--- config.mk ---
export PLATFORM = sky130hd
export DESIGN_NAME = shell_word_splitter_unit
export DESIGN_NICKNAME = d
export VERILOG_FILES = /design/src/rtl/core/swsu_pkg.sv /design/src/rtl/core/shell_word_splitter_unit.sv /design/src/rtl/core/swsu_decode.sv /design/src/rtl/core/swsu_emit.sv
export SDC_FILE = /design/constraint.sdc
export NUM_CORES = 1
export LEC_CHECK = 0
export BUFFER_PORTS_ARGS = -buffer_cell sky130_fd_sc_hd__buf_4
export CORE_ASPECT_RATIO = 1.2
export CORE_MARGIN = 3
export CORE_UTILIZATION = 57
export CTS_CLUSTER_SIZE = 40
export DETAILED_ROUTE_END_ITERATION = 8
export PLACE_DENSITY = 0.81
export SLEW_MARGIN = 15
export SYNTH_ARGS = -nofsm -noshare
export SYNTH_HDL_FRONTEND = slang
export SYNTH_SLANG_ARGS = --single-unit
export TNS_END_PERCENT = 100
--- constraint.sdc ---
create_clock -name clk -period 4 [get_ports clk]
set_input_delay 0.8 -clock clk [delete_from_list [all_inputs] [get_ports clk]]
set_output_delay 0.8 -clock clk [all_outputs]
set_load 0.005 [all_outputs]
--- src/rtl/core/swsu_pkg.sv ---
// Shared types and constants for the shell word splitter.
package swsu_pkg;

  localparam int unsigned CHAR_W      = 8;
  localparam int unsigned MAX_RESULTS = 3;
  localparam int unsigned COUNT_W     = 2;

  localparam logic [CHAR_W-1:0] CH_SPACE  = 8'h20;
  localparam logic [CHAR_W-1:0] CH_TAB    = 8'h09;
  localparam logic [CHAR_W-1:0] CH_NL     = 8'h0A;
  localparam logic [CHAR_W-1:0] CH_BSLASH = 8'h5C;
  localparam logic [CHAR_W-1:0] CH_DQUOTE = 8'h22;
  localparam logic [CHAR_W-1:0] CH_SQUOTE = 8'h27;

  localparam logic KIND_CHAR = 1'b0;
  localparam logic KIND_EOW  = 1'b1;

  typedef struct packed {
    logic dq;
    logic sq;
    logic esc;
    logic word_open;
  } split_state_t;

  typedef struct packed {
    logic              kind;
    logic [CHAR_W-1:0] ch;
  } result_t;

  // Results caused by one item, in emission order starting at res[0].
  typedef struct packed {
    logic [COUNT_W-1:0]           count;
    result_t [MAX_RESULTS-1:0]    res;
  } bundle_t;

endpackage

--- src/rtl/core/shell_word_splitter_unit.sv ---
// Top level of the shell word splitter: input register, decode step and result register.
//
// The block takes a command line one character per item and splits it into words the
// way a shell does: space, tab and newline separate words outside quotes, single and
// double quotes group text and are dropped, and a backslash escapes the next character
// (inside double quotes only a backslash or a double quote; before anything else the
// backslash is kept). Each result item is either a word character (tuser 0, tdata the
// character) or an end-of-word mark (tuser 1, tdata 0); tlast flags the final result
// caused by an input item. An input item with tlast set ends the line: an open word is
// closed and all quote state returns to its reset value. Items flow through an input
// register, combinational decode logic and a result register, so an item is taken every
// cycle as long as each item causes at most one result and m_tready is high. An item that
// causes two or three results holds the result register, which hands out one result per
// cycle while m_tready is high, until its last result is taken; an item that causes none
// retires without waiting on the result register. While a result waits on the output, the
// input register still takes one more item and items that cause no result keep retiring;
// an item with results then holds the input until the last waiting result is handed out.
module shell_word_splitter_unit (
  input  logic                          clk,
  input  logic                          rst,
  input  logic                          s_tvalid,
  output logic                          s_tready,
  input  logic [swsu_pkg::CHAR_W-1:0]   s_tdata,   // [7:0] in_char
  input  logic                          s_tlast,   // end_of_text
  output logic                          m_tvalid,
  input  logic                          m_tready,
  output logic [swsu_pkg::CHAR_W-1:0]   m_tdata,   // [7:0] out_char
  output logic                          m_tuser,   // [0] kind
  output logic                          m_tlast    // last
);

  // Input register.
  logic                          in_valid;
  logic [swsu_pkg::CHAR_W-1:0]   in_char;
  logic                          in_eot;

  // Quote and escape state, updated when an item leaves the input register.
  swsu_pkg::split_state_t st;
  swsu_pkg::split_state_t st_next;
  swsu_pkg::bundle_t      bundle;

  logic emit_free;
  logic advance;
  logic load;

  swsu_decode u_decode (
    .st      (st),
    .c       (in_char),
    .eot     (in_eot),
    .st_next (st_next),
    .bundle  (bundle)
  );

  // An item with no results retires without touching the result register.
  assign advance  = in_valid && ((bundle.count == '0) || emit_free);
  assign load     = advance && (bundle.count != '0);
  assign s_tready = !in_valid || advance;

  always_ff @(posedge clk) begin
    if (rst) begin
      in_valid <= 1'b0;
      st       <= '0;
    end else begin
      if (s_tvalid && s_tready) begin
        in_valid <= 1'b1;
      end else if (advance) begin
        in_valid <= 1'b0;
      end
      if (advance) begin
        st <= st_next;
      end
    end
  end

  always_ff @(posedge clk) begin
    if (s_tvalid && s_tready) begin
      in_char <= s_tdata;
      in_eot  <= s_tlast;
    end
  end

  swsu_emit u_emit (
    .clk      (clk),
    .rst      (rst),
    .load     (load),
    .bundle   (bundle),
    .free     (emit_free),
    .m_tvalid (m_tvalid),
    .m_tready (m_tready),
    .m_tdata  (m_tdata),
    .m_tuser  (m_tuser),
    .m_tlast  (m_tlast)
  );

endmodule

--- src/rtl/core/swsu_decode.sv ---
// Combinational step: one character, its end-of-line flag and the quote state give the results and next state.
module swsu_decode (
  input  swsu_pkg::split_state_t        st,
  input  logic [swsu_pkg::CHAR_W-1:0]   c,
  input  logic                          eot,
  output swsu_pkg::split_state_t        st_next,
  output swsu_pkg::bundle_t             bundle
);

  logic [swsu_pkg::COUNT_W-1:0] n;
  logic                         is_sep;

  assign is_sep = (c == swsu_pkg::CH_SPACE) || (c == swsu_pkg::CH_TAB) ||
                  (c == swsu_pkg::CH_NL);

  always_comb begin
    st_next = st;
    bundle  = '0;
    n       = '0;
    if (st.esc) begin
      st_next.esc = 1'b0;
      if (st.dq && (c != swsu_pkg::CH_BSLASH) && (c != swsu_pkg::CH_DQUOTE)) begin
        // Inside double quotes the backslash survives before other characters.
        bundle.res[0] = '{kind: swsu_pkg::KIND_CHAR, ch: swsu_pkg::CH_BSLASH};
        bundle.res[1] = '{kind: swsu_pkg::KIND_CHAR, ch: c};
        n = 2'd2;
      end else begin
        bundle.res[0] = '{kind: swsu_pkg::KIND_CHAR, ch: c};
        n = 2'd1;
      end
      st_next.word_open = 1'b1;
    end else if (st.sq) begin
      if (c == swsu_pkg::CH_SQUOTE) begin
        st_next.sq = 1'b0;
      end else begin
        bundle.res[0] = '{kind: swsu_pkg::KIND_CHAR, ch: c};
        n = 2'd1;
      end
    end else if (st.dq) begin
      if (c == swsu_pkg::CH_DQUOTE) begin
        st_next.dq = 1'b0;
      end else if (c == swsu_pkg::CH_BSLASH) begin
        st_next.esc = 1'b1;
      end else begin
        bundle.res[0] = '{kind: swsu_pkg::KIND_CHAR, ch: c};
        n = 2'd1;
      end
    end else if (c == swsu_pkg::CH_DQUOTE) begin
      st_next.dq        = 1'b1;
      st_next.word_open = 1'b1;
    end else if (c == swsu_pkg::CH_SQUOTE) begin
      st_next.sq        = 1'b1;
      st_next.word_open = 1'b1;
    end else if (c == swsu_pkg::CH_BSLASH) begin
      st_next.esc       = 1'b1;
      st_next.word_open = 1'b1;
    end else if (is_sep) begin
      if (st.word_open) begin
        bundle.res[0] = '{kind: swsu_pkg::KIND_EOW, ch: '0};
        n = 2'd1;
        st_next.word_open = 1'b0;
      end
    end else begin
      bundle.res[0] = '{kind: swsu_pkg::KIND_CHAR, ch: c};
      n = 2'd1;
      st_next.word_open = 1'b1;
    end

    if (eot) begin
      if (st_next.word_open) begin
        bundle.res[n] = '{kind: swsu_pkg::KIND_EOW, ch: '0};
        n = n + 2'd1;
      end
      st_next = '0;
    end
    bundle.count = n;
  end

endmodule

--- src/rtl/core/swsu_emit.sv ---
// Result register that hands out the results of one item, one per cycle while m_tready is high.
module swsu_emit (
  input  logic                          clk,
  input  logic                          rst,
  input  logic                          load,
  input  swsu_pkg::bundle_t             bundle,
  output logic                          free,
  output logic                          m_tvalid,
  input  logic                          m_tready,
  output logic [swsu_pkg::CHAR_W-1:0]   m_tdata,
  output logic                          m_tuser,
  output logic                          m_tlast
);

  logic                         busy;
  logic [swsu_pkg::COUNT_W-1:0] idx;
  swsu_pkg::bundle_t            held;
  swsu_pkg::result_t            cur;
  logic                         at_last;

  assign at_last = (idx == (held.count - 2'd1));
  assign free    = !busy || (m_tready && at_last);

  always_comb begin
    case (idx)
      2'd0:    cur = held.res[0];
      2'd1:    cur = held.res[1];
      default: cur = held.res[2];
    endcase
  end

  assign m_tvalid = busy;
  assign m_tdata  = cur.ch;
  assign m_tuser  = cur.kind;
  assign m_tlast  = at_last;

  always_ff @(posedge clk) begin
    if (rst) begin
      busy <= 1'b0;
      idx  <= '0;
    end else if (load) begin
      busy <= 1'b1;
      idx  <= '0;
    end else if (busy && m_tready) begin
      if (at_last) begin
        busy <= 1'b0;
      end else begin
        idx <= idx + 2'd1;
      end
    end
  end

  always_ff @(posedge clk) begin
    if (load) begin
      held <= bundle;
    end
  end

endmodule

==> qor.csv <==
metric,value,unit
CTS tree,built,
combinational share of power,9.6,%
worst r2r src,in_char[4]$_DFFE_PP_,
# Post-CTS Setup Buffers,0,
Clock Path Buffers,2,
VDD IR max,0.000296,V
IO buf count,24,
warnings from Yosys,0,
drc violations,0,
Top delay family on crit path,simple AND/OR/NAND/NOR gates,
Hold Crit Class,reg -> reg,
WP data arrival,2.89,ns
Most used DFF post-synth,edfxtp_1,
Switching Share,21.5,%
internal cell power,0.685,mW
Clock Tree Root,clkbuf_4,
critical path class,reg -> out,
Die Ht,70.3,um
CP endpoint kind,output port,
Initial Utilization,61.5,%
Inserted Diodes,0,
Placed Instance Area,2170,um2
Max Cap Viol,0,
final cell utilization of the core,71.3,%
core box area,3190,um2
WP buf/inv,2,
area of the multi-input gates,843,um2
Synth Net Count,193,
"Reg clk slew, reported paths",0.11,ns
CP Max Fanout,5,
fill cell count,223,
post-cts resize count,0,
status,"complete, no violations",
row count,22,
"Hold-fix buffers, CTS",0,
NetSw,0.188,mW
Die X,59.6,um
wire length of the first global-routing pass,6.36,mm
endpoints failing setup,0,
largest stage delay on the critical path,0.58,ns
Hold Path Depth,2,
Initial DRC Count,61,
fraction of layout cells with a size suffix above 1,20.7,%
Die ar.,4190,um2
post-synth cell types,48,
fmax,0.271,GHz
first-pass iteration count of the detailed router,4,
routed wire length,3.92,mm
Seq pwr share,52.8,%
asr flop ratio synth,0,%
RSZ-0062 raised after global routing,false,
Slowest cell on crit path,or4_4,
Overflow after GRT,0,
area delta synth->final,15.9,%
WP data required,3.20,ns
syn avg cell area,11.0,um2
Vias,1489,
Via density,6.23,
Crit. Startpoint,in_char[4]$_DFFE_PP_,
"Cell Area, Synth",1960,um2
final instance area,2280,um2
Min-Delay Startpoint,u_emit.idx[1]$_SDFFE_PP0P_,
Clk network pwr share,37.6,%
Worst-Margin Slew,0.667,ns
CP cell instances,or4_4 -> or3_4 -> a311oi_4 -> a21oi_2 -> o21ai_1 -> nor2_1 -> inv_1 -> buf_4,
Reg area,1060,um2
register bit total from synthesis,38,
number of synthesized flops with an enable pin,30,
PD cells,383,nW/um2
register area share after synthesis,54.0,%
Final Max Slew Viols,0,
dpl hpwl,2.84,mm
setup TNS,0,ns
final-report hold violation count,0,
Setup Skew,0.0153,ns
Nets,217,
antenna-violating nets left,0,
# H-tree levels,2,
vias in the first global route,1384,
# IOs,25,
fin crit share,92.3,%
min Tclk post-route,3.69,ns
Lkg Pwr,0.886,nW
Total GRT Usage,20.3,%
FF-to-FF path depth,8,
Final Power,0.873,mW
critical path depth,8,
largest net degree at the start of global routing,23,
RePlAce Congestion,0.870,
Setup crit start kind,flip-flop,
Routed wire per std cell,16.4,um
initial antenna violation count,0,
Post-Synthesis Cells,178,
CTS Sinks,38,
Inserted Clock Buffers,5,
clk_lat worst skew,0.36,ns
Slew headroom,55.1,%
## logic make-up after synthesis
kind of cell	after synthesis	synth area share (%)
muxes	4	2.04
buffers and inverters	16	3.06
AOI/OAI and AO/OA	46	19.0
xor gates and xnor gates	4	1.78
and+or+nand+nor	68	18.9
adders and majority gates	2	1.27
DFF	38	54.0
## worst min-delay path, cell delays in order (launching register included)
cell,delay (ns)
dfxtp_1,0.35
mux2i_1,0.14
nor3_1,0.05
## cells in the mapped netlist, types with 2 or more instances
master,count,share of area (%)
edfxtp_1,30,46
nor2_1,15,2.9
nand2_1,11,2.1
a22o_1,8,3.6
clkbuf_1,8,1.5
dfxtp_1,8,8.2
a21oi_1,7,1.8
inv_1,7,1.3
and2_1,6,1.9
and3_1,6,1.9
nor2b_1,5,1.6
nor3_1,5,1.3
o21a_1,5,1.9
o21ai_0,5,1.3
mux2i_1,4,2.0
nand2b_1,4,1.3
nand3_1,4,1.0
xnor2_1,4,1.8
a221o_1,2,1.0
ha_1,2,1.3
nor4_1,2,0.64
o22ai_1,2,0.64
o311a_1,2,1.0
or4_1,2,0.76
## sequential cells by signal, indices dropped and copies added, names as in the netlist
register	count
u_emit.held	21
in_char	8
st	4
u_emit.idx	2
in_eot	1
in_valid	1
u_emit.m_tvalid	1
## placed cells by master (no fill, tap or decap), drive strengths merged, types with 5 or more instances in the layout
cell,instances
nor2,15
nor2b,5
o21a,5
clkbuf,5
edfxtp,30
dfxtp,8
o21ai,6
inv,7
a21oi,8
and3,6
nand2,11
buf,26
a22o,8
and2,6
nor3,5
## per-layer routing
| metal | global-route usage, % | wire length, um |
|---|---|---|
| met5 | 0 | 0 |
| met4 | 7.14 | 112 |
| met3 | 5.18 | 261 |
| met2 | 34.6 | 2010 |
| met1 | 24.2 | 1540 |
## power by group through the flow
stage / clock (mW) / sequential (mW) / combinational (mW)
after floorplan: 0 / 0.464 / 0.0519
after detailed placement: 0 / 0.469 / 0.0834
after global routing: 0.352 / 0.464 / 0.0916
after CTS: 0.334 / 0.461 / 0.0840
after global placement: 0 / 0.468 / 0.0811
final: 0.328 / 0.461 / 0.0836
## layout make-up
class,count,share of cell area [%]
clock buffers,5,1.65
clock inverters,3,3.02
inverters,7,1.15
multi-input cells,124,37.0
flip-flops and latches,38,46.6
well taps,36,1.98
repair buffers,26,8.57
## metrics by stage
stage | worst slack, ns | cells | hold WS [ns]
6_report | 0.307 | 239 | 0.583
5_1_grt | 0.113 | 239 | 0.597
4_1_cts | 0.297 | 239 | 0.585
3_5_place_dp | 0.703 | 231 | 0.568
3_3_place_gp | 0.761 | 231 | 0.543
2_1_floorplan | 0.711 | 178 | 0.527
## path summary, 6_finish.rpt
| check | end | slack, ns |
|---|---|---|
| worst min register to register | u_emit.idx[1]$_SDFFE_PP0P_ | 0.58 |
| worst max-delay path | s_tready | 0.31 |
| worst min-delay path | u_emit.idx[1]$_SDFFE_PP0P_ | 0.58 |
| worst max register to register | in_char[5]$_DFFE_PP_ | 1.03 |
(Power assumes the default switching activity.)
